**src/hw/rtl/sre_pkg.sv**
```systemverilog
// Shared types and constants of the moving average and RSI signal engine.
`timescale 1ns / 1ps

package sre_pkg;

    localparam int PRICE_W     = 32;
    localparam int RSI_W       = 14;
    localparam int WINDOW_W    = 7;
    localparam int LEVEL_W     = 14;
    localparam int CFG_DATA_W  = 14;
    localparam int CFG_INDEX_W = 2;
    localparam int QUOTIENT_W  = 32;
    localparam int QUEUE_DEPTH = 2;

    localparam logic [RSI_W-1:0]    FULL_SCALE      = 14'd10000;
    localparam logic [WINDOW_W-1:0] WINDOW_RESET    = 7'd14;
    localparam logic [LEVEL_W-1:0]  OVERBOUGHT_RESET = 14'd7000;
    localparam logic [LEVEL_W-1:0]  OVERSOLD_RESET   = 14'd3000;

    localparam logic [CFG_INDEX_W-1:0] REG_WINDOW     = 2'd0;
    localparam logic [CFG_INDEX_W-1:0] REG_OVERBOUGHT = 2'd1;
    localparam logic [CFG_INDEX_W-1:0] REG_OVERSOLD   = 2'd2;

    typedef enum logic [1:0] {
        SIG_NONE = 2'd0,
        SIG_BUY  = 2'd1,
        SIG_SELL = 2'd2
    } signal_t;

    typedef enum logic [1:0] {
        F_IDLE,
        F_RD1,
        F_RD2,
        F_UPD
    } front_state_t;

    typedef enum logic [1:0] {
        B_IDLE,
        B_PREP,
        B_START,
        B_DIV
    } back_state_t;

    typedef struct packed {
        logic [LEVEL_W-1:0] overbought;
        logic [LEVEL_W-1:0] oversold;
    } levels_t;

endpackage

```
**src/hw/rtl/sre_if.sv**
```systemverilog


interface sre_result_if;
    logic                           valid;
    logic                           ready;
    logic [sre_pkg::PRICE_W-1:0]    moving_average;
    logic                           average_valid;
    logic [sre_pkg::RSI_W-1:0]      strength_index;
    logic                           index_valid;
    logic [1:0]                     momentum_signal;
    logic [1:0]                     trend_signal;

    modport source (output valid, output moving_average, output average_valid,
                    output strength_index, output index_valid,
                    output momentum_signal, output trend_signal, input ready);
    modport sink   (input valid, input moving_average, input average_valid,
                    input strength_index, input index_valid,
                    input momentum_signal, input trend_signal, output ready);
endinterface

```
**src/hw/rtl/sre_div.sv**
```systemverilog
// Restoring divider, one quotient bit per cycle.
`timescale 1ns / 1ps

module sre_div #(
    parameter int DVD_W = 40,
    parameter int DVS_W = 39
) (
    input  logic                                clk,
    input  logic                                rst_n,
    input  logic                                start,
    input  logic [DVD_W-1:0]                    dividend,
    input  logic [DVS_W-1:0]                    divisor,
    output logic                                busy,
    output logic [sre_pkg::QUOTIENT_W-1:0]      quotient
);
    import sre_pkg::*;

    localparam int CNT_W = $clog2(QUOTIENT_W + 1);

    logic [CNT_W-1:0]       cnt_reg, cnt_next;
    logic [DVS_W-1:0]       rem_reg, rem_next;
    logic [DVS_W-1:0]       dvs_reg, dvs_next;
    logic [QUOTIENT_W-1:0]  quo_reg, quo_next;
    logic [DVS_W:0]         trial;
    logic [DVS_W:0]         diff;

    // Dividend bits above the quotient range start in the remainder; the
    // caller guarantees the quotient fits, so they stay below the divisor.
    always_comb
    begin
        cnt_next = cnt_reg;
        rem_next = rem_reg;
        dvs_next = dvs_reg;
        quo_next = quo_reg;
        trial    = {rem_reg, quo_reg[QUOTIENT_W-1]};
        diff     = trial - {1'b0, dvs_reg};
        if (start)
        begin
            cnt_next = CNT_W'(QUOTIENT_W);
            rem_next = DVS_W'(dividend >> QUOTIENT_W);
            dvs_next = divisor;
            quo_next = dividend[QUOTIENT_W-1:0];
        end
        else if (cnt_reg != '0)
        begin
            cnt_next = cnt_reg - 1'b1;
            if (trial >= {1'b0, dvs_reg})
            begin
                rem_next = DVS_W'(diff);
                quo_next = {quo_reg[QUOTIENT_W-2:0], 1'b1};
            end
            else
            begin
                rem_next = DVS_W'(trial);
                quo_next = {quo_reg[QUOTIENT_W-2:0], 1'b0};
            end
        end
    end

    always_ff @(posedge clk or negedge rst_n)
    begin
        if (!rst_n)
        begin
            cnt_reg <= '0;
        end
        else
        begin
            cnt_reg <= cnt_next;
        end
    end

    always_ff @(posedge clk)
    begin
        rem_reg <= rem_next;
        dvs_reg <= dvs_next;
        quo_reg <= quo_next;
    end

    assign busy     = (cnt_reg != '0);
    assign quotient = quo_reg;

endmodule

```
**src/hw/rtl/sre_back.sv**
```systemverilog
// Back part: divides the totals and forms the indicator signals.
`timescale 1ns / 1ps

module sre_back #(
    parameter int MAX_WINDOW = 64,
    parameter int ENTRY_W    = 160
) (
    input  logic                clk,
    input  logic                rst_n,
    input  logic                head_valid,
    input  logic [ENTRY_W-1:0]  head_data,
    output logic                pop,
    input  sre_pkg::levels_t    levels,
    sre_result_if.source        res
);
    import sre_pkg::*;

    localparam int CW = $clog2(MAX_WINDOW + 2);
    localparam int TW = PRICE_W + $clog2(MAX_WINDOW + 1);
    localparam int NW = TW + RSI_W;

    back_state_t        state_reg, state_next;
    logic [PRICE_W-1:0] price_reg;
    logic [TW-1:0]      ptotal_reg;
    logic [TW-1:0]      gain_reg;
    logic [TW-1:0]      loss_reg;
    logic [CW-1:0]      n_reg;
    logic               avg_ok_reg;
    logic               rsi_ok_reg;
    logic [NW-1:0]      num_reg;

    logic               out_valid_reg, out_valid_next;
    logic [PRICE_W-1:0] avg_out_reg;
    logic               avg_ok_out_reg;
    logic [RSI_W-1:0]   rsi_out_reg;
    logic               rsi_ok_out_reg;
    signal_t            mom_out_reg;
    signal_t            trend_out_reg;

    logic               start;
    logic               load;
    logic               avg_busy;
    logic               rsi_busy;
    logic [QUOTIENT_W-1:0] avg_quo;
    logic [QUOTIENT_W-1:0] rsi_quo;
    logic [TW-1:0]      rsi_den;
    logic [PRICE_W-1:0] avg_val;
    logic [RSI_W-1:0]   rsi_val;
    signal_t            mom_val;
    signal_t            trend_val;

    assign rsi_den = gain_reg + loss_reg;

    sre_div #(
        .DVD_W (TW),
        .DVS_W (CW)
    ) u_avg_div (
        .clk      (clk),
        .rst_n    (rst_n),
        .start    (start),
        .dividend (ptotal_reg),
        .divisor  (n_reg),
        .busy     (avg_busy),
        .quotient (avg_quo)
    );

    sre_div #(
        .DVD_W (NW),
        .DVS_W (TW)
    ) u_rsi_div (
        .clk      (clk),
        .rst_n    (rst_n),
        .start    (start),
        .dividend (num_reg),
        .divisor  (rsi_den),
        .busy     (rsi_busy),
        .quotient (rsi_quo)
    );

    always_comb
    begin
        avg_val   = avg_ok_reg ? avg_quo : '0;
        trend_val = SIG_NONE;
        if (avg_ok_reg)
        begin
            if (price_reg > avg_quo)
            begin
                trend_val = SIG_BUY;
            end
            else if (price_reg < avg_quo)
            begin
                trend_val = SIG_SELL;
            end
        end
        rsi_val = '0;
        mom_val = SIG_NONE;
        if (rsi_ok_reg)
        begin
            rsi_val = (loss_reg == '0) ? FULL_SCALE : rsi_quo[RSI_W-1:0];
            if (rsi_val > levels.overbought)
            begin
                mom_val = SIG_SELL;
            end
            else if (rsi_val < levels.oversold)
            begin
                mom_val = SIG_BUY;
            end
        end
    end

    always_comb
    begin
        state_next     = state_reg;
        pop            = 1'b0;
        start          = 1'b0;
        load           = 1'b0;
        out_valid_next = out_valid_reg && !res.ready;
        case (state_reg)
            B_IDLE:
            begin
                if (head_valid)
                begin
                    pop        = 1'b1;
                    state_next = B_PREP;
                end
            end
            B_PREP:
            begin
                state_next = B_START;
            end
            B_START:
            begin
                start      = 1'b1;
                state_next = B_DIV;
            end
            B_DIV:
            begin
                // Hold the finished result until the output register is free.
                if (!avg_busy && !rsi_busy && (!out_valid_reg || res.ready))
                begin
                    load           = 1'b1;
                    out_valid_next = 1'b1;
                    state_next     = B_IDLE;
                end
            end
            default:
            begin
                state_next = B_IDLE;
            end
        endcase
    end

    always_ff @(posedge clk or negedge rst_n)
    begin
        if (!rst_n)
        begin
            state_reg     <= B_IDLE;
            out_valid_reg <= 1'b0;
        end
        else
        begin
            state_reg     <= state_next;
            out_valid_reg <= out_valid_next;
        end
    end

    always_ff @(posedge clk)
    begin
        if (pop)
        begin
            rsi_ok_reg <= head_data[0];
            avg_ok_reg <= head_data[1];
            n_reg      <= head_data[2 +: CW];
            loss_reg   <= head_data[2 + CW +: TW];
            gain_reg   <= head_data[2 + CW + TW +: TW];
            ptotal_reg <= head_data[2 + CW + 2*TW +: TW];
            price_reg  <= head_data[2 + CW + 3*TW +: PRICE_W];
        end
        if (state_reg == B_PREP)
        begin
            num_reg <= NW'(gain_reg) * NW'(FULL_SCALE);
        end
        if (load)
        begin
            avg_out_reg    <= avg_val;
            avg_ok_out_reg <= avg_ok_reg;
            rsi_out_reg    <= rsi_val;
            rsi_ok_out_reg <= rsi_ok_reg;
            mom_out_reg    <= mom_val;
            trend_out_reg  <= trend_val;
        end
    end

    assign res.valid           = out_valid_reg;
    assign res.moving_average  = avg_out_reg;
    assign res.average_valid   = avg_ok_out_reg;
    assign res.strength_index  = rsi_out_reg;
    assign res.index_valid     = rsi_ok_out_reg;
    assign res.momentum_signal = mom_out_reg;
    assign res.trend_signal    = trend_out_reg;

endmodule

```
**src/flat_wrapper.sv**
```systemverilog
// flat-port wrapper written by rule: the top's interface ports become plain ports
module sre_back_flat import sre_pkg::*;
#(
    parameter int MAX_WINDOW = 64,
    parameter int ENTRY_W    = 160
)
  (clk, rst_n, head_valid, head_data, pop, levels, res_valid, res_moving_average, res_average_valid, res_strength_index, res_index_valid, res_momentum_signal, res_trend_signal, res_ready);
  sre_result_if res_i ();
  input  logic clk;
  input  logic rst_n;
  input  logic head_valid;
  input  logic [ENTRY_W-1:0] head_data;
  output logic pop;
  input  sre_pkg::levels_t levels;
  output wire logic [$bits(res_i.valid)-1:0] res_valid;
  output wire logic [$bits(res_i.moving_average)-1:0] res_moving_average;
  output wire logic [$bits(res_i.average_valid)-1:0] res_average_valid;
  output wire logic [$bits(res_i.strength_index)-1:0] res_strength_index;
  output wire logic [$bits(res_i.index_valid)-1:0] res_index_valid;
  output wire logic [$bits(res_i.momentum_signal)-1:0] res_momentum_signal;
  output wire logic [$bits(res_i.trend_signal)-1:0] res_trend_signal;
  input wire logic [$bits(res_i.ready)-1:0] res_ready;
  assign res_valid = res_i.valid;
  assign res_moving_average = res_i.moving_average;
  assign res_average_valid = res_i.average_valid;
  assign res_strength_index = res_i.strength_index;
  assign res_index_valid = res_i.index_valid;
  assign res_momentum_signal = res_i.momentum_signal;
  assign res_trend_signal = res_i.trend_signal;
  assign res_i.ready = res_ready;
  sre_back #(.MAX_WINDOW(MAX_WINDOW), .ENTRY_W(ENTRY_W)) u_core (.clk(clk), .rst_n(rst_n), .head_valid(head_valid), .head_data(head_data), .pop(pop), .levels(levels), .res(res_i));
endmodule
```
**config.mk**
```make
export PLATFORM = sky130hd
export DESIGN_NAME = sre_back_flat
export DESIGN_NICKNAME = d
export VERILOG_FILES = /design/src/hw/rtl/sre_pkg.sv /design/src/hw/rtl/sre_if.sv /design/src/hw/rtl/sre_div.sv /design/src/hw/rtl/sre_back.sv /design/src/flat_wrapper.sv
export SDC_FILE = /design/constraint.sdc
export NUM_CORES = 1
export LEC_CHECK = 0
export BUFFER_PORTS_ARGS = -buffer_cell sky130_fd_sc_hd__buf_2
export CORE_MARGIN = 4
export CORE_UTILIZATION = 49
export DETAILED_ROUTE_END_ITERATION = 12
export PLACE_DENSITY = 0.76
export SKIP_CTS_REPAIR_TIMING = 1
export SKIP_LAST_GASP = 1
export SYNTH_ARGS = -nofsm -noshare
export SYNTH_HDL_FRONTEND = slang
export SYNTH_SLANG_ARGS = --single-unit
```
**constraint.sdc**
```tcl
create_clock -name clk -period 7.3 [get_ports clk]
set_clock_uncertainty 0.1 [all_clocks]
set_input_delay 0.73 -clock clk [delete_from_list [all_inputs] [get_ports clk]]
set_output_delay 0.73 -clock clk [all_outputs]
set_load 0.02 [all_outputs]
```
# Word-level counts from Yosys, hierarchy flattened
# Index checks and enable logic that the tools add are counted.
# W data, S select, Z words.
# totals
output_inout_bits	54
regBits	430
word_cells	95
in_bits	192
# op_classes
mux	31
eq_ne	5
n_addsub	5
n_mul	1
n_reduce_logical	17
order_cmp	6
bitwise	2
# op_table
op	count
$mux W32	4
$mul A39 B10 Y49 const B	1
$mux W21	2
$ge A40 B39 Y1	1
$add A39 B39 Y39	1
$logic_not A39 Y1	1
$mux W39	1
$sub A39 B39 Y39	1
$gt A32 B32 Y1	1
$lt A32 B32 Y1	1
$mux W6	4
$mux W7	3
$gt A14 B14 Y1	1
$lt A14 B14 Y1	1
$mux W14	1
$reduce_bool A6 Y1	2
$sub A6 B1 Y6 const B	2
$mux W1	11
$ge A8 B7 Y1	1
$mux W2	4
$pmux W2 S4	1
$sub A7 B7 Y7	1
$eq A2 B2 Y1 const B	2
$logic_not A1 Y1	4
10 further kinds	15

# Logic depth before layout (Yosys ltp)
# logic_depth
depth_word	6
ltp_mapped	23
ltp_nobuf	22

# Hierarchy
# Synthesis repeated with hierarchy kept, for this count alone.
# unflattened
hier_cells	2557
area_unflattened_um2	28280.9
# modules_own_cells
module	cells_per_inst	area_each_um2	seq_area_each_um2	n_inst
sre_back	1640	18582.8	7852.5	1
sre_div at u_core.u_rsi_div	711	6986.7	3273.1	1
sre_div at u_core.u_avg_div	206	2711.4	1531.5	1

# Least setup slack after synthesis
# Ideal clock, no wire load.
# synth_timing
path_kind	register to register
from	reg u_core.gain_reg[13]
to	reg u_core.num_reg[51] (data pin)
setup_ns	0.261
t_arrival_ns	4.971
slack_ns	1.968
synth_period_minus_slack_ns	5.332
t_required_ns	6.939
n_path_buf	0
stages_incl_launch_ff	21
path_cell_list	edfxtp_1 inv_1 fa_1 inv_1 ha_1 fa_1 ha_1 inv_1 fa_1 inv_1 ha_1 o21ai_0 o21a_1 and2_1 nor4b_2 a21oi_1 o31ai_2 nand4_1 a31oi_1 nor4_1 a311o_1
# synth_between
elab_chain_cells	1
# synth_lines
item	line_no	text
from (decl)	sre_back.sv:25	logic [TW-1:0] gain_reg;
from (signal assigned)	sre_back.sv:175	gain_reg <= head_data[2 + CW + TW +: TW];
$mul A39 B10 Y49	sre_back.sv:181	num_reg <= NW'(gain_reg) * NW'(FULL_SCALE);
to (signal assigned)	sre_back.sv:181	
to (decl)	sre_back.sv:30	logic [NW-1:0] num_reg;
# Every way passes these cells.
# A chain may end at the register's enable or synchronous reset.

# Worst setup path after layout
# layout_timing
from	reg u_core.gain_reg[4]
to	reg u_core.num_reg[51] (data pin)
# Same word-level chain as after synthesis.

==> results.py <==
metrics = {
    "timing": {
        "rsz0062_at_grt": "no",
        "worst_slew_pin_slew_ns": 1.06,
        "slew_violations": 0,
        "slew_headroom": 0.285,
        "finalCritPeriodShare": 0.832,
        "fin_tns_setup_ns": 0,
        "setup_violations": 0,
        "period_minus_slack_ns": 6.07,
        "hold_viol_final": 0,
        "fmax_ghz": 0.165,
    },
    "synthesis": {
        "post-synth-top-count-cell": "inv_1",
        "ys_seq_elements": 430,
        "yosysTopAreaCellShare": 0.432,
        "syn_area_mm2": 0.0276,
        "ys.flop_type": "edfxtp_1",
        "synth_area_per_cell_um2": 11.2,
        "yosys-top-cells-count": "408 x inv_1, 397 x edfxtp_1, 289 x ha_1",
        "synth_edf_count": 397,
        "yosys-top-cells-area": "edfxtp_1 43%, ha_1 13%, fa_1 7.8%",
        "synth-async-reset-ratio": 0.0349,
        "synth_warnings": 0,
        "syn_nets": 3063,
        "synth_cell_type_count": 81,
        "syn-instance-count": 2475,
        "yosysTopAreaCell": "edfxtp_1",
        "seq_area_frac_synth": 0.459,
    },
    "finish": {
        "largest_reg_flops": 49,
        "multiInputGateArea_mm2": 0.0132,
        "regArea_mm2": 0.0127,
        "synthToLayoutAreaGrowth_pct": 13.4,
        "nNetsFinal": 3315,
        "fillCellCount": 4570,
        "instances_no_fill": 3520,
        "drive_gt1_frac": 0.149,
    },
    "worst_hold_path": {
        "holdCritPathClass": "in -> reg",
    },
    "detailed_routing": {
        "ant_nets": 0,
        "avgRoutedWirePerCell_um": 17.7,
        "via_per_inst": 5.34,
        "first_iter_violations": 1136,
        "drt-pass1-iter-count": 5,
        "met2_length_mm": 29.7,
        "wl_mm": 62.4,
        "highest_layer": "met5",
        "drt-met1-wl_mm": 27.7,
        "drcViolationCount": 0,
        "met3_length_mm": 3.53,
        "vias": 18812,
    },
    "die": {
        "die_area_mm2": 0.0602,
        "die_h_um": 245,
        "ios": 246,
        "die_w_um": 245,
        "initial_utilization": 0.498,
        "std_cell_rows": 86,
        "core-area_mm2": 0.0554,
    },
    "clocking": {
        "cts_tree": "built",
        "clk_pin_slew_ns": 0.07,
        "clk_latency_ns": 0.59,
        "ctsRootBufferMaster": "clkbuf_16",
        "htreeDepth": 2,
        "cts_buffers": 48,
        "clock-sinks": 430,
        "cts.path.max_buffers": 3,
    },
    "critical_path": {
        "critPathKind": "reg -> reg",
        "path_common_cell": "inv_1",
        "critical_path_required_ns": 7.54,
        "slowest_stage": "fa_1",
        "cp_cell_sequence": "inv_1, fa_1, inv_1, ha_1, inv_1, fa_1, inv_1, ha_1, inv_1, fa_1, inv_1, ha_1, nand4_1, nor3_1, nor4bb_1, buf_4, a21oi_1, a21oi_1, o31ai_2, nand4_1, a31oi_1, nor4_1, a311o_1",
        "cp_max_fo": 4,
        "startpoint_type": "flip-flop",
        "slowest_delay_ns": 0.57,
        "end_kind": "flip-flop",
        "cp.arrival_ns": 6.31,
    },
    "global_routing": {
        "grt_usage": 0.205,
        "grt_pass1_wl_mm": 99.5,
        "overflow": 0,
        "grt_pass1_vias": 19170,
        "antenna_found_initial": 2,
        "grt_max_degree": 84,
    },
    "placed_design": {
        "hpwl_mm": 47.8,
        "portBuffers": 243,
        "place.gp.congestion": 0.917,
        "dp.cells": 3424,
    },
    "job": {
        "cap_violations": 0,
    },
    "run_status": {
        "status": "complete, no violations",
    },
}
[cells in the final DEF, fill, tap and decap left out, types with 30 or more instances in the layout]
cell type,count
inv_1,408
mux2_2,46
fa_1,107
edfxtp_1,397
xnor2_1,77
and2_1,53
o21a_1,32
a21o_1,75
o21ai_0,117
ha_1,287
buf_2,243
nand2_1,121
xor2_1,36
clkbuf_16,48
a211oi_1,30
nand4_1,34
a21oi_1,147
nor2_1,113
[cells by family (layout without fill, tap and decap cells)]
group | count (synthesis) | count (layout) | share of synthesized area
AOI/OAI and AO/OA | 536 | 536 | 0.125
xor gates and xnor gates | 113 | 113 | 0.0359
adders and majority gates | 396 | 396 | 0.209
buffers and inverters | 464 | 756 | 0.0635
DFF | 430 | 430 | 0.459
muxes | 51 | 51 | 0.0206
other | 0 | 5 | 0
and+or+nand+nor | 485 | 485 | 0.0874
[final timing paths]
path / slack [ns] / end / cells past startpoint / startpoint
worst max-delay path: 1.23 / u_core.num_reg[51]$_DFFE_PN_ / 23 / u_core.gain_reg[4]$_DFFE_PP_
worst min-delay path: 0.21 / u_core.gain_reg[18]$_DFFE_PP_ / 1 / head_data[66]
worst max register to register: 1.23 / u_core.num_reg[51]$_DFFE_PN_ / 23 / u_core.gain_reg[4]$_DFFE_PP_
worst min register to register: 0.32 / u_core.u_avg_div.dvs_reg[1]$_DFFE_PP_ / 0 / u_core.n_reg[1]$_DFFE_PP_
max in group asynchronous: 6.32 / u_core.u_avg_div.cnt_reg[0]$_DFFE_PN0P_ / 2 / rst_n
min in group asynchronous: 0.50 / u_core.u_rsi_div.cnt_reg[0]$_DFFE_PN0P_ / 2 / rst_n
[worst max-delay path: cells and delay by family (launching register included)]
family          cells  cell delay (ns)
compound gates      5             1.39
flops               1             0.54
simple gates        5             0.75
buf+inv             7             0.58
fa+ha+maj           6             2.47
[routing by layer]
layer,global-route usage,vias up
met5,0,-
met4,0.0539,2
met3,0.0279,101
met2,0.346,538
met1,0.281,8971
li1,-,9200
[final cells by class]
type / count / share of cell area
clock buffers: 54 / 0.0391
well taps: 748 / 0.0299
inverters: 408 / 0.0489
diodes: 5 / 0.000400
multi-input cells: 1581 / 0.423
flip-flops and latches: 430 / 0.404
repair buffers: 258 / 0.0425
clock inverters: 36 / 0.0116
[stage by stage]
step / utilization / hold slack [ns] / worst slack, ns / instance area [um2]
finish: 0.565 / 0.208 / 1.23 / 31300
global route: 0.565 / 0.180 / 0.937 / 31300
CTS: 0.564 / -0.0760 / 1.33 / 31300
detailed placement: 0.536 / 0.305 / 1.34 / 29700
global placement: 0.536 / 0.302 / 1.43 / 29700
floorplan: - / 0.300 / 1.97 / 27600
Power is left out: the tool's default activity adds up to more than one toggle a clock period on the data nets, which glitch-free logic cannot reach.
