[src/hw/rtl/sre_pkg.sv]
// Shared types and constants of the moving average and RSI signal engine.
`timescale 1ns / 1ps

package sre_pkg;

    localparam int PRICE_W     = 32;
    localparam int RSI_W       = 14;
    localparam int WINDOW_W    = 7;
    localparam int LEVEL_W     = 14;
    localparam int CFG_DATA_W  = 14;
    localparam int CFG_INDEX_W = 2;
    localparam int QUOTIENT_W  = 32;
    localparam int QUEUE_DEPTH = 2;

    localparam logic [RSI_W-1:0]    FULL_SCALE      = 14'd10000;
    localparam logic [WINDOW_W-1:0] WINDOW_RESET    = 7'd14;
    localparam logic [LEVEL_W-1:0]  OVERBOUGHT_RESET = 14'd7000;
    localparam logic [LEVEL_W-1:0]  OVERSOLD_RESET   = 14'd3000;

    localparam logic [CFG_INDEX_W-1:0] REG_WINDOW     = 2'd0;
    localparam logic [CFG_INDEX_W-1:0] REG_OVERBOUGHT = 2'd1;
    localparam logic [CFG_INDEX_W-1:0] REG_OVERSOLD   = 2'd2;

    typedef enum logic [1:0] {
        SIG_NONE = 2'd0,
        SIG_BUY  = 2'd1,
        SIG_SELL = 2'd2
    } signal_t;

    typedef enum logic [1:0] {
        F_IDLE,
        F_RD1,
        F_RD2,
        F_UPD
    } front_state_t;

    typedef enum logic [1:0] {
        B_IDLE,
        B_PREP,
        B_START,
        B_DIV
    } back_state_t;

    typedef struct packed {
        logic [LEVEL_W-1:0] overbought;
        logic [LEVEL_W-1:0] oversold;
    } levels_t;

endpackage

[src/hw/rtl/sre_queue.sv]
// Short first-in first-out queue between the front and back parts.
`timescale 1ns / 1ps

module sre_queue #(
    parameter int WIDTH = 160,
    parameter int DEPTH = 2
) (
    input  logic                clk,
    input  logic                rst_n,
    input  logic                push,
    input  logic [WIDTH-1:0]    push_data,
    output logic                full,
    input  logic                pop,
    output logic                head_valid,
    output logic [WIDTH-1:0]    head_data
);
    import sre_pkg::*;

    localparam int PTR_W = (DEPTH > 1) ? $clog2(DEPTH) : 1;
    localparam int CNT_W = $clog2(DEPTH + 1);

    logic [WIDTH-1:0]   slots [DEPTH];
    logic [PTR_W-1:0]   wr_ptr_reg, wr_ptr_next;
    logic [PTR_W-1:0]   rd_ptr_reg, rd_ptr_next;
    logic [CNT_W-1:0]   count_reg, count_next;

    always_comb
    begin
        wr_ptr_next = wr_ptr_reg;
        rd_ptr_next = rd_ptr_reg;
        count_next  = count_reg;
        if (push)
        begin
            wr_ptr_next = (wr_ptr_reg == PTR_W'(DEPTH - 1)) ? '0 : wr_ptr_reg + 1'b1;
        end
        if (pop)
        begin
            rd_ptr_next = (rd_ptr_reg == PTR_W'(DEPTH - 1)) ? '0 : rd_ptr_reg + 1'b1;
        end
        if (push && !pop)
        begin
            count_next = count_reg + 1'b1;
        end
        else if (pop && !push)
        begin
            count_next = count_reg - 1'b1;
        end
    end

    always_ff @(posedge clk or negedge rst_n)
    begin
        if (!rst_n)
        begin
            wr_ptr_reg <= '0;
            rd_ptr_reg <= '0;
            count_reg  <= '0;
        end
        else
        begin
            wr_ptr_reg <= wr_ptr_next;
            rd_ptr_reg <= rd_ptr_next;
            count_reg  <= count_next;
        end
    end

    always_ff @(posedge clk)
    begin
        if (push)
        begin
            slots[wr_ptr_reg] <= push_data;
        end
    end

    assign full       = (count_reg == CNT_W'(DEPTH));
    assign head_valid = (count_reg != '0);
    assign head_data  = slots[rd_ptr_reg];

endmodule

[config.mk]
export PLATFORM = sky130hd
export DESIGN_NAME = sre_queue
export DESIGN_NICKNAME = d
export VERILOG_FILES = /design/src/hw/rtl/sre_pkg.sv /design/src/hw/rtl/sre_queue.sv
export SDC_FILE = /design/constraint.sdc
export NUM_CORES = 1
export LEC_CHECK = 0
export ABC_AREA = 1
export BUFFER_PORTS_ARGS = -buffer_cell sky130_fd_sc_hd__buf_4
export CORE_MARGIN = 5
export CORE_UTILIZATION = 50
export DETAILED_ROUTE_END_ITERATION = 8
export MAX_ROUTING_LAYER = met4
export PLACE_DENSITY = 0.77
export SYNTH_ARGS = -nofsm -noshare
export SYNTH_HDL_FRONTEND = slang
export SYNTH_SLANG_ARGS = --single-unit
[constraint.sdc]
create_clock -name clk -period 11.9 [get_ports clk]
set_clock_uncertainty 0.05 [all_clocks]
set_input_delay 1.785 -clock clk [delete_from_list [all_inputs] [get_ports clk]]
set_output_delay 1.785 -clock clk [all_outputs]
set_load 0.02 [all_outputs]
After elaboration in Yosys (flattened, before gate mapping)
Memory sizes are Yosys's and may differ from the RTL's.
Cells that the tools add are included.
{ "totals": {"reg_bits": 4, "latch_bits": 0, "ramBits": 320, "romBits": 0, "input_bits": 164, "mem_count": 1} }
{ "classes": {"addsub": 4, "mul": 0, "n_div": 0, "n_lt_le_gt_ge": 0, "n_eq_ne": 1, "n_shift": 0, "mux": 6, "bitwise": 0, "n_reduce_logical": 6} }
{ "mem_list": {"columns": ["memory", "depth", "width", "read_ports", "rd_ports_with_merged_regs", "wr", "line_no", "text"], "rows": [
  ["slots", 2, 160, 1, 0, 1, "sre_queue.sv:22", "logic [WIDTH-1:0] slots [DEPTH];"]
]} }
{ "op_table": {"columns": ["operator", "count"], "rows": [
  ["$mux W1", 4],
  ["$mux W2", 2],
  ["$reduce_bool A2 Y1", 2],
  ["$add A1 B1 Y1 const B", 2],
  ["$add A2 B1 Y2 const B", 1],
  ["$eq A2 B2 Y1 const B", 1],
  ["$logic_and A1 B1 Y1", 2],
  ["$logic_not A1 Y1", 2],
  ["$sub A2 B1 Y2 const B", 1]
]} }

Logic depth before layout (Yosys ltp)
Gate-level depths: netlist of the first run.
{ "logic_depth": {"ltp_word": 4, "depth_mapped": 7} }

Worst setup path after synthesis of the first run
No wires, ideal clock.
{ "synth_timing": {"path_kind": "input port to flip-flop", "from": "input push", "to": "memory slots[0][0] (enable)", "t_arrival_ns": 8.514, "required_ns": 11.164, "path_slack_ns": 2.650, "cell_stages": 2, "path_buffers": 0, "path_cell_list": "inv_1 nor2_1"} }
{ "synth_between": {"elab_chain_len": 2} }
{ "synth_lines": {"columns": ["item", "line_no", "text"], "rows": [
  ["start: declaration", "sre_queue.sv:10", "input logic push,"],
  ["$mux W1", "sre_queue.sv:68", "if (push)"],
  ["$mux W1 (not written as such)", "sre_queue.sv:70", "slots[wr_ptr_reg] <= push_data;"],
  ["end: declaration", "sre_queue.sv:22", null]
]} }
No other way between the ends.

Worst setup path after layout of the first run
{ "layout_timing": {"from": "register rd_ptr_reg", "to": "output head_data[30]"} }
{ "layout_between": {"elab_chain_len": 1} }
{ "layout_lines": {"columns": ["item", "line_no", "text"], "rows": [
  ["start: declaration", "sre_queue.sv:24", "logic [PTR_W-1:0] rd_ptr_reg, rd_ptr_next;"],
  ["start signal: assignment", "sre_queue.sv:61", "rd_ptr_reg <= rd_ptr_next;"],
  ["$mem_v2 Z2 W160", null, null],
  ["end: declaration", "sre_queue.sv:15", "output logic [WIDTH-1:0] head_data"]
]} }
No other way between the ends.

==> parameters.txt, run 1 <==
Parameter                              Value

Run status
  Outcome    complete, no violations

Critical path
  Endpoint arrival time on the critical path    2.90 ns
  Category of the most critical setup path    register to primary output
  Worst setup EP type    primary output
  Required time at the endpoint of the critical path    a little over 10 ns
  Startpoint kind of the worst setup timing path    register
  Setup slack of the worst register-to-register path    9.27 ns
  Critical path fanouts, max    61

Detailed routing
  Drc violations    0
  1st-iter DRT viols    379
  First-pass detailed-route iteration total    4
  Count of nets left with antenna violations after detail routing    0
  Via count    around 6.0k
  Routed wire per std cell    20.2 um
  Routed Wire Length    between 20,000 and 25,000 um
  Ratio of routed vias to standard cells    between 4 and 5

Clock tree
  Clock latency on the worst-skew pair    about 0.55 ns
  Buffer cell driving the clock tree root    clkbuf_16
  Cts-stage hold buffer count    0
  Clock tree from TritonCTS    yes
  TritonCTS buffer count    31
  Setup Fix Bufs, Post-CTS    0
  H-tree lvl count    1
  Number of clock sinks    roughly 320
  CTS resizes    0
  Maximum buffer depth of the clock tree    3
  Clock slew at reported path FFs    0.06 ns

Placed design
  HPWL after detailed placement    16,600 um
  Placed Instances    approximately 1.2k
  Worst setup timing slack at the placement stage    between 7 and 8 ns
  Buffers added on ports    325
  Final estimated routing congestion in global placement    between 0.7 and 0.8

Logic synthesis
  Most frequent cell after synthesis    edfxtp_1
  Mean post-synth cell area    between 20 and 25 um2
  Biggest area consumer among synthesized cells    edfxtp_1
  Net count of the mapped netlist    roughly 700
  Number of warning messages in the yosys log    0
  Number of cells produced by synthesis    around 520
  Post-synthesis instance area    0.0121 mm2
  Synth top area cells    edfxtp_1 79%, mux2_4 11%, mux2_2 6.5%
  Top cells by instance count after synthesis    320 x edfxtp_1, 90 x mux2_4, 70 x mux2_2
  Number of storage elements in the synthesis netlist    ~320
  Number of flops mapped to enable cells by yosys    320
  Synth top area share    about four fifths
  Asr flop ratio synth    approximately 1.2%
  Number of distinct standard cells referenced by the synthesized netlist    14
  Most used DFF post-synth    edfxtp_1
  Sequential cell area fraction in the yosys report    80.1%

Global route
  Initial antenna violation count    0
  Global-route wire length before repair    around 37,000 um
  Global-route usage over all layers    roughly 18%
  Via count of the first global-routing pass    about 6.4k
  Pin count of the biggest net entering global routing    87
  Aggregate global routing overflow    0

STA
  Slack of the critical path    around 7 ns
  Fin Setup TNS    0 ns
  Final period utilization    around two fifths
  Min Clock Period, post-route    4.74 ns
  Final count of negative-setup-slack endpoints    0
  Transition time at the pin with the least slew margin    about 1.1 ns
  Highest achievable clock rate    about 0.21 GHz
  Slew margin rel.    about 25%
  Minimum hold slack    0.437 ns
  Unrepaired setup endpoints after global routing    no
  Final Slew Violations    0
  Hold Violations, Final    0

Pwr
  Fraction of power spent switching nets    between 30% and 40%
  Lkg Pwr    a little over 6 nW
  Maximum resistive drop on vdd    ~0.14 mV
  Net Switching    1.20 mW
  Fraction of power consumed by the clock network    a little under a quarter
  Part of the total power dissipated in combinational logic    between 30% and 40%
  Power per cell area    approximately 250 mW/mm2
  Int Power    ~2.7 mW
  Part of the total power dissipated in sequential elements    40.9%

Final layout
  Share of layout cells above drive strength 1    roughly three fifths
  Final net count    about 1.0k
  Area Growth Syn to Fin    30.3%
  Number of diodes    0
  Final Non-Filler Cells    between 1k and 1.5k
  Flip-flop count of the largest register after layout    between 300 and 400

Die
  Rows    57
  Initial core utilization    between 50% and 60%
  Total die area    approximately 0.027 mm2
  Chip Width    approximately 170 um
  # IOs    around 330
  Vertical die dimension    166 um
  Standard cell core area    0.0241 mm2

Job
  Max Cap Violations    0

Min path
  Min-delay worst type    register to register
[power groups by stage]
stage / logic, mW / registers (mW) / clock network, mW
5_1_grt: 1.48 / 1.62 / 0.975
3_3_place_gp: 1.42 / 1.61 / 0
3_5_place_dp: 1.42 / 1.62 / 0
2_1_floorplan: 0.937 / 1.62 / 0
6_report: 1.40 / 1.59 / 0.904
4_1_cts: 1.43 / 1.60 / 0.924
[final cells by class]
type | instances | area [um2]
inverters | 7 | 31.3
multi-input cells | 174 | 2230
clock buffers | 35 | 791
clock inverters | 21 | 143
repair buffers | 330 | 2480
flip-flops and latches | 324 | 9710
well taps | 324 | 405
fillers | 1639 | 8320
[per-stage QoR]
stage,power [mW],area [um2],util (%)
6_report,3.90,15800,65.5
4_1_cts,3.95,15800,65.5
2_1_floorplan,2.56,12100,-
3_5_place_dp,3.04,14900,61.6
5_1_grt,4.07,15800,65.5
3_3_place_gp,3.03,14900,61.6
[path summary, 6_finish.rpt]
path | to | startpoint | depth (start not counted)
worst max-delay path | head_data[30] | rd_ptr_reg | 3
min in group asynchronous | count_reg[0] | rst_n | 1
max in group asynchronous | rd_ptr_reg | rst_n | 1
worst max register to register | slots[1][109] | wr_ptr_reg | 3
worst min register to register | count_reg[1] | count_reg[1] | 2
worst min-delay path | count_reg[1] | count_reg[1] | 2
[critical path, stage by stage, from the launching register on]
cell	delay [ns]
dfrtp_4	0.77
buf_4	0.93
mux2_2	0.43
buf_4	0.16
[per-layer routing]
| metal | GRT usage, % | up-vias | wire [um] |
|---|---|---|---|
| li1 | - | 2763 | - |
| met1 | 21.9 | 2926 | 9670 |
| met2 | 29.8 | 264 | 12500 |
| met3 | 4.41 | 39 | 1860 |
| met4 | 4.48 | 0 | 486 |
| met5 | - | - | 0 |
[layout by cell type (no fill, tap or decap)]
cell type  netlist  routed
clkinv_2         0       5
xor2_1           2       2
clkbuf_1         0       4
nand3_1          1       1
buf_4            0     330
dfrtp_4          0       1
ha_1             1       1
nand4_1          1       1
clkinv_1         0      13
nor2_1           2       1
bufinv_16        0       2
edfxtp_1       320     320
xnor2_1          1       1
mux2_2          70      70
inv_6            0       2
nor2_4           0       1
inv_1            7       6
clkbuf_16        0      31
dfrtp_1          4       3
nand2_1          6       6
mux2_4          90      90
[cells by family after synthesis]
kind of cell	Yosys count	synth area share, %
flip-flops	324	80.1
multiplexers	160	17.7
buffers and inverters	25	1.53
AND/OR/NAND/NOR	10	0.341
adder cells (fa/ha/maj)	1	0.103
XOR/XNOR	3	0.217
(Power assumes the default switching activity.)
==> run 2, diff against run 1 <==
--- a/config.mk
+++ b/config.mk
@@ -8,10 +8,10 @@
 export ABC_AREA = 1
 export BUFFER_PORTS_ARGS = -buffer_cell sky130_fd_sc_hd__buf_4
 export CORE_MARGIN = 5
-export CORE_UTILIZATION = 50
+export CORE_UTILIZATION = 47
 export DETAILED_ROUTE_END_ITERATION = 8
 export MAX_ROUTING_LAYER = met4
-export PLACE_DENSITY = 0.77
+export PLACE_DENSITY = 0.75
 export SYNTH_ARGS = -nofsm -noshare
 export SYNTH_HDL_FRONTEND = slang
 export SYNTH_SLANG_ARGS = --single-unit
==> constraint.sdc (replaced) <==
create_clock -name clk -period 4.2 [get_ports clk]
set_clock_uncertainty 0.05 [all_clocks]
set_input_delay 0.63 -clock clk [delete_from_list [all_inputs] [get_ports clk]]
set_output_delay 0.63 -clock clk [all_outputs]
set_load 0.02 [all_outputs]
==> run 2 against run 1 <==
Effect of this change: die area increased by 6.0%; count of clock-buffer cells in the layout shrank 1; flip-flop and latch count did not move; design area is 1.0% higher; first-iteration DRC count grew 6.1%; register-to-register slack got worse by 7.1 ns; critical path type unchanged; largest cell class unchanged; largest power group unchanged; highest routed layer unchanged.
==> parameters.txt, run 2 (synthesis results as in run 1) <==
Parameter                              Value

Run status
  Outcome    complete, no violations

Clock tree
  H-tree lvl count    1 (unchanged)
  TritonCTS buffer count    31 (unchanged)
  Clock tree from TritonCTS    yes
  CTS resizes    0 (unchanged)
  Buffer cell driving the clock tree root    clkbuf_16
  Clock slew at reported path FFs    0.06 ns (about the same)
  Maximum buffer depth of the clock tree    3 (unchanged)
  Number of clock sinks    324 (unchanged)
  Clock latency on the worst-skew pair    0.55 ns (about the same)

Final layout
  Share of layout cells above drive strength 1    60.5% (+0.80 points)
  Area Growth Syn to Fin    31.7%
  Final Non-Filler Cells    1,231 (+1.3%)
  Flip-flop count of the largest register after layout    320 (unchanged)
  Finished layout cell area    0.0160 mm2 (+1.0%)
  Final net count    1,039 (+0.58%)
  Commonest non-fill, non-tap cells in the layout    330 x buf_4, 320 x edfxtp_1, 90 x mux2_4
  Most common cell after layout, fill and taps aside    buf_4

Global route
  Global-route usage over all layers    16.4% (-1.3 points)
  Pin count of the biggest net entering global routing    86 (-1.1%)
  Global-route wire length before repair    35,700 um (-4.4%)
  Aggregate global routing overflow    0 (unchanged)
  Initial antenna violation count    2 (+2)
  Via count of the first global-routing pass    6,367 (-0.81%)

Detailed routing
  Routed Wire Length    24,800 um (+1.1%)
  First-pass detailed-route iteration total    4 (unchanged)
  Via count    6,086 (+1.6%)
  Drc violations    0 (unchanged)
  1st-iter DRT viols    402 (+6.1%)
  Ratio of routed vias to standard cells    4.94 (+0.25%)
  Count of nets left with antenna violations after detail routing    0 (unchanged)
  Routed wire per std cell    20.2 um (-0.20%)

Placed design
  Placed Instances    1,170 (+0.95%)
  HPWL after detailed placement    16,700 um (+0.81%)
  Area after DPL    0.0150 mm2 (+0.72%)
  Worst setup timing slack at the placement stage    1.66 ns (-6.03 ns)
  Final estimated routing congestion in global placement    0.767 (-0.20%)
  Buffers added on ports    325 (unchanged)

Critical path
  Setup slack of the worst register-to-register path    2.13 ns (-7.14 ns)
  Critical path fanouts, max    48 (-21%)
  Endpoint arrival time on the critical path    2.43 ns (-0.47 ns)
  Worst setup EP type    primary output
  Startpoint of the most critical register-to-register path    wr_ptr_reg
  Category of the most critical setup path    register to primary output
  Start point of the critical path    rd_ptr_reg
  Required time at the endpoint of the critical path    3.52 ns (-6.55 ns)
  Startpoint kind of the worst setup timing path    register

Pwr
  Power per cell area    701 mW/mm2 (+180%)
  Maximum resistive drop on vdd    0.532 mV (+270%)
  Lkg Pwr    6.26 nW (+1.1%)

STA
  Slew margin rel.    53.0% (+28 points)
  Final period utilization    between 70% and 80%
  Fin Setup TNS    0 ns (unchanged)
  Minimum hold slack    0.206 ns (-0.231 ns)
  Transition time at the pin with the least slew margin    0.706 ns (-0.417 ns)
  Final count of negative-setup-slack endpoints    0 (unchanged)
  Hold Violations, Final    0 (unchanged)
  Highest achievable clock rate    0.322 GHz
  Min Clock Period, post-route    3.11 ns
  Unrepaired setup endpoints after global routing    no
  Slack of the critical path    1.09 ns (-6.07 ns)
  Final Slew Violations    0 (unchanged)

Die
  Rows    58 (+1.8%)
  Chip Width    171 um (+3.0%)
  Total die area    0.0291 mm2 (+6.0%)
  # IOs    326 (unchanged)
  Vertical die dimension    171 um (+3.0%)
  Standard cell core area    0.0253 mm2 (+4.8%)
  Initial core utilization    48.0% (-2.3 points)

Job
  Max Cap Violations    0 (unchanged)

Min path
  Min-delay worst type    primary input to register
  Hold path startpoint    push_data[148]
-- run 2: changes by cell type in the layout (fill, tap and decap cells not counted), sizes merged --
| cell | change |
|---|---|
| buf | +5 |
| clkinvlp | +2 |
| diode | +2 |
| bufinv | +1 |
| clkbuf | -1 |
| clkinv | +1 |
| dlygate4sd3 | +1 |
| inv | -1 |
-- run 2: critical path, stage by stage, from the launching register on --
cell	delay, ns
dfrtp_4	0.89
buf_12	0.38
mux2_2	0.39
buf_4	0.16
-- run 2: final timing paths --
check | depth (start not counted) | end
max | 3 | head_data[27]
min | 1 | slots[1][148]
max reg2reg | 3 | slots[1][111]
min reg2reg | 2 | count_reg[1]
max in group asynchronous | 2 | rd_ptr_reg
min in group asynchronous | 2 | count_reg[0]
-- run 2: area by class of cell --
cell class | instances | area, um2
sequential | 324 | 9710
fill | 1776 | 9300
timing repair buffer | 336 | 2590
multi-input combinational | 174 | 2230
clock buffer | 34 | 787
tap | 330 | 413
clock inverter | 24 | 190
inverter | 7 | 30.0
antenna | 2 | 5.00
-- run 2: stage by stage --
| step | util (%) | power, mW |
|---|---|---|
| after floorplan | - | 7.16 |
| after global placement | 59.2 | 8.60 |
| after global routing | 63.2 | 11.7 |
| final | 63.2 | 11.2 |
| after CTS | 63.1 | 11.3 |
| after detailed placement | 59.2 | 8.65 |
-- run 2: what timing repair did --
action | CTS | global route
hold buffers | 1 | 0
endpoints found under the hold margin | 4 | 0
buffers inserted | 0 | 0
-- run 2: where the power goes --
| group | switching, mW | internal [mW] | total, mW | leakage (nW) |
|---|---|---|---|---|
| Sequential | 0.240 | 4.29 | 4.53 | 3.05 |
| Clock | 1.13 | 1.53 | 2.65 | 0.486 |
| Combinational | 2.09 | 1.92 | 4.01 | 2.72 |
| Total | 3.46 | 7.73 | 11.2 | 6.26 |
-- run 2: per-layer routing --
metal / vias up / part of all wire, % / global-route usage [%]
met2: 272 / 50 / 26.8
met3: 34 / 9.4 / 4.07
met1: 2998 / 39 / 20.8
met5: - / 0 / -
li1: 2782 / - / -
met4: 0 / 1.6 / 4.51
==> run 3, diff against run 2 <==
==> constraint.sdc (replaced) <==
create_clock -name clk -period 2.52 [get_ports clk]
set_clock_uncertainty 0.05 [all_clocks]
set_input_delay 0.378 -clock clk [delete_from_list [all_inputs] [get_ports clk]]
set_output_delay 0.378 -clock clk [all_outputs]
set_load 0.02 [all_outputs]
==> run 3 against run 2 <==
Effect of this change: utilization is 5.7 points higher; first-iteration DRC count is 13% lower; via count is 9.7% higher; cell count is 11% higher; worst setup slack worse by 0.95 ns; highest routed layer unchanged; largest cell class unchanged; wire length is 11% higher; design area is 9.0% higher; sequential power is 66% higher; non-clock buffer count is 132 higher; die area stayed put.
==> parameters.txt, run 3 (synthesis results as in run 1) <==
Parameter                              Value

Die
  Initial core utilization    48.0% (unchanged)
  # IOs    326 (unchanged)
  Vertical die dimension    171 um (unchanged)
  Rows    58 (unchanged)
  Standard cell core area    0.0253 mm2 (unchanged)
  Total die area    0.0291 mm2 (unchanged)
  Chip Width    171 um (unchanged)

STA
  Slew margin rel.    63.3% (+10 points)
  Final count of negative-setup-slack endpoints    0 (unchanged)
  Hold Violations, Final    0 (unchanged)
  Final period utilization    a little over nine tenths
  Transition time at the pin with the least slew margin    0.550 ns (-0.156 ns)
  Unrepaired setup endpoints after global routing    no
  Final Slew Violations    0 (unchanged)
  Minimum hold slack    0.0243 ns (-0.181 ns)
  Min Clock Period, post-route    around 2.4 ns
  Highest achievable clock rate    between 0.4 and 0.5 GHz
  Slack of the critical path    0.138 ns (-0.952 ns)

Placed design
  Final estimated routing congestion in global placement    0.753 (-1.8%)
  Placed Instances    1,178 (+0.68%)
  Buffers added on ports    325 (unchanged)
  Worst setup timing slack at the placement stage    0.557 ns (-1.10 ns)
  HPWL after detailed placement    17,000 um (+1.7%)

Global route
  Pin count of the biggest net entering global routing    90 (+4.7%)
  Via count of the first global-routing pass    7,246 (+14%)
  Global-route wire length before repair    40,200 um (+13%)
  Initial antenna violation count    3 (+1)
  Global-route usage over all layers    18.5% (+2.0 points)
  Aggregate global routing overflow    0 (unchanged)

Detailed routing
  Count of nets left with antenna violations after detail routing    0 (unchanged)
  First-pass detailed-route iteration total    4 (unchanged)
  Routed Wire Length    27,600 um (+11%)
  1st-iter DRT viols    349 (-13%)
  Drc violations    0 (unchanged)
  Via count    6,678 (+9.7%)
  Routed wire per std cell    20.2 um (about the same)
  Ratio of routed vias to standard cells    4.89 (-1.1%)

Critical path
  Total buffers and inverters traversed by the critical path    2 (unchanged)
  Cell family contributing the most delay on the critical path    flip-flops
  Required time at the endpoint of the critical path    2.09 ns (-1.43 ns)
  Endpoint arrival time on the critical path    1.95 ns (-0.48 ns)
  Cells along the critical path    buf_4 -> mux2_2 -> buf_4
  Startpoint of the most critical register-to-register path    wr_ptr_reg
  Cell with the largest stage delay on the worst path    dfrtp_4
  Largest stage delay on the critical path    0.66 ns (-0.23 ns)
  Critical path fanouts, max    13 (-73%)
  Cell repeated most along the worst path    buf_4
  Category of the most critical setup path    register to primary output
  Startpoint kind of the worst setup timing path    register
  Critical R2R Capture    slots[1][96]
  Worst setup EP type    primary output
  Setup slack of the worst register-to-register path    0.81 ns (-1.32 ns)
  Worst reg2reg path depth    3 (unchanged)
  Critical Path Stages    3 (unchanged)

Clock tree
  Clock slew at reported path FFs    0.06 ns (about the same)
  Clock latency on the worst-skew pair    0.50 ns (-0.05 ns)
  H-tree lvl count    2 (+1)
  Maximum buffer depth of the clock tree    3 (unchanged)
  Number of clock sinks    324 (unchanged)
  Buffer cell driving the clock tree root    clkbuf_16
  CTS resizes    0 (unchanged)
  TritonCTS buffer count    34 (+9.7%)
  Clock tree from TritonCTS    yes

Final layout
  Share of layout cells above drive strength 1    53.3% (-7.2 points)
  Area Growth Syn to Fin    43.6%
  Flip-flop count of the largest register after layout    320 (unchanged)
  Most common cell after layout, fill and taps aside    buf_4
  Commonest non-fill, non-tap cells in the layout    331 x buf_4, 320 x edfxtp_1, 124 x dlygate4sd3_1
  Flip-flop and latch area    0.00971 mm2 (unchanged)
  Multi-input gate area in the final layout    0.00223 mm2 (+0.11%)
  Final Non-Filler Cells    1,366 (+11%)
  Filler Cell Count    1,598 (-10%)
  Final net count    1,174 (+13%)
  Post-route core utilization    68.9% (+5.7 points)

Pwr
  Fraction of power consumed by the clock network    23.6% (about the same)
  Part of the total power dissipated in sequential elements    39.0% (-1.5 points)
  Lkg Pwr    6.85 nW (+9.5%)
  Fraction of power spent switching nets    30.8% (-0.094 points)
  Net Switching    5.93 mW (+72%)
  Part of the total power dissipated in combinational logic    37.5% (+1.7 points)
  Power per cell area    1110 mW/mm2 (+58%)
  Total power    19.3 mW (+72%)
  Maximum resistive drop on vdd    0.743 mV (+39%)
  Int Power    13.3 mW (+72%)

Run status
  Outcome    complete, no violations

Min path
  Number of cells on the worst hold path    1 (unchanged)
  Hold path startpoint    push_data[87]
  Min-delay worst type    primary input to register
  Worst-case hold path end point    slots[1][87]

Job
  Max Cap Violations    0 (unchanged)
==> run 3: changes by cell type in the layout (fill, tap and decap cells not counted), moves of 2 or more <==
cell	delta
dlygate4sd3_1	+123
clkinv_2	-7
buf_12	+7
clkbuf_16	+6
diode_2	+2
clkbuf_1	+4
bufinv_16	-3
==> run 3: per-stage QoR <==
stage / instance area (um2) / TNS [ns]
6_report: 17400 / 0
5_1_grt: 17400 / 0
4_1_cts: 17300 / 0
3_5_place_dp: 15100 / 0
3_3_place_gp: 15100 / 0
2_1_floorplan: 12100 / -245.92
==> run 3: cell type report <==
type | count | share of cell area [%]
clock buffer | 44 | 5.47
timing repair buffer | 468 | 22.9
inverter | 7 | 0.173
clock inverter | 15 | 0.388
sequential | 324 | 55.8
antenna | 4 | 0.0575
multi-input combinational | 174 | 12.8
tap | 330 | 2.37
==> run 3: timing repair <==
item	CTS	global route
hold buffers	116	8
buffers inserted	0	1
endpoints found under the hold margin	227	13
endpoints found under the setup margin	0	25
==> run 3: how the worst max path moves through the flow <==
stage	startpoint	endpoint	slack (ns)
after floorplan	wr_ptr_reg	slots[1][0]	-0.79
after global placement	rd_ptr_reg	head_data[87]	0.59
after detailed placement	rd_ptr_reg	head_data[81]	0.56
after CTS	rd_ptr_reg	head_data[156]	0.01
after global routing	rd_ptr_reg	head_data[142]	0.07
final	rd_ptr_reg	head_data[142]	0.14
==> run 3: power groups by stage <==
stage,Sequential [mW],Clock [mW],Combinational (mW)
after CTS,7.52,4.65,7.22
after floorplan,7.51,0,4.43
after global placement,7.57,0,7.00
final,7.51,4.55,7.22
after global routing,7.59,4.93,7.59
after detailed placement,7.62,0,7.04
==> run 3: per-layer routing <==
layer / share of wire, % / GRT usage [%]
met5: 0 / -
met1: 38 / 22.0
met4: 2.3 / 5.69
met3: 8.3 / 5.13
met2: 51 / 31.0
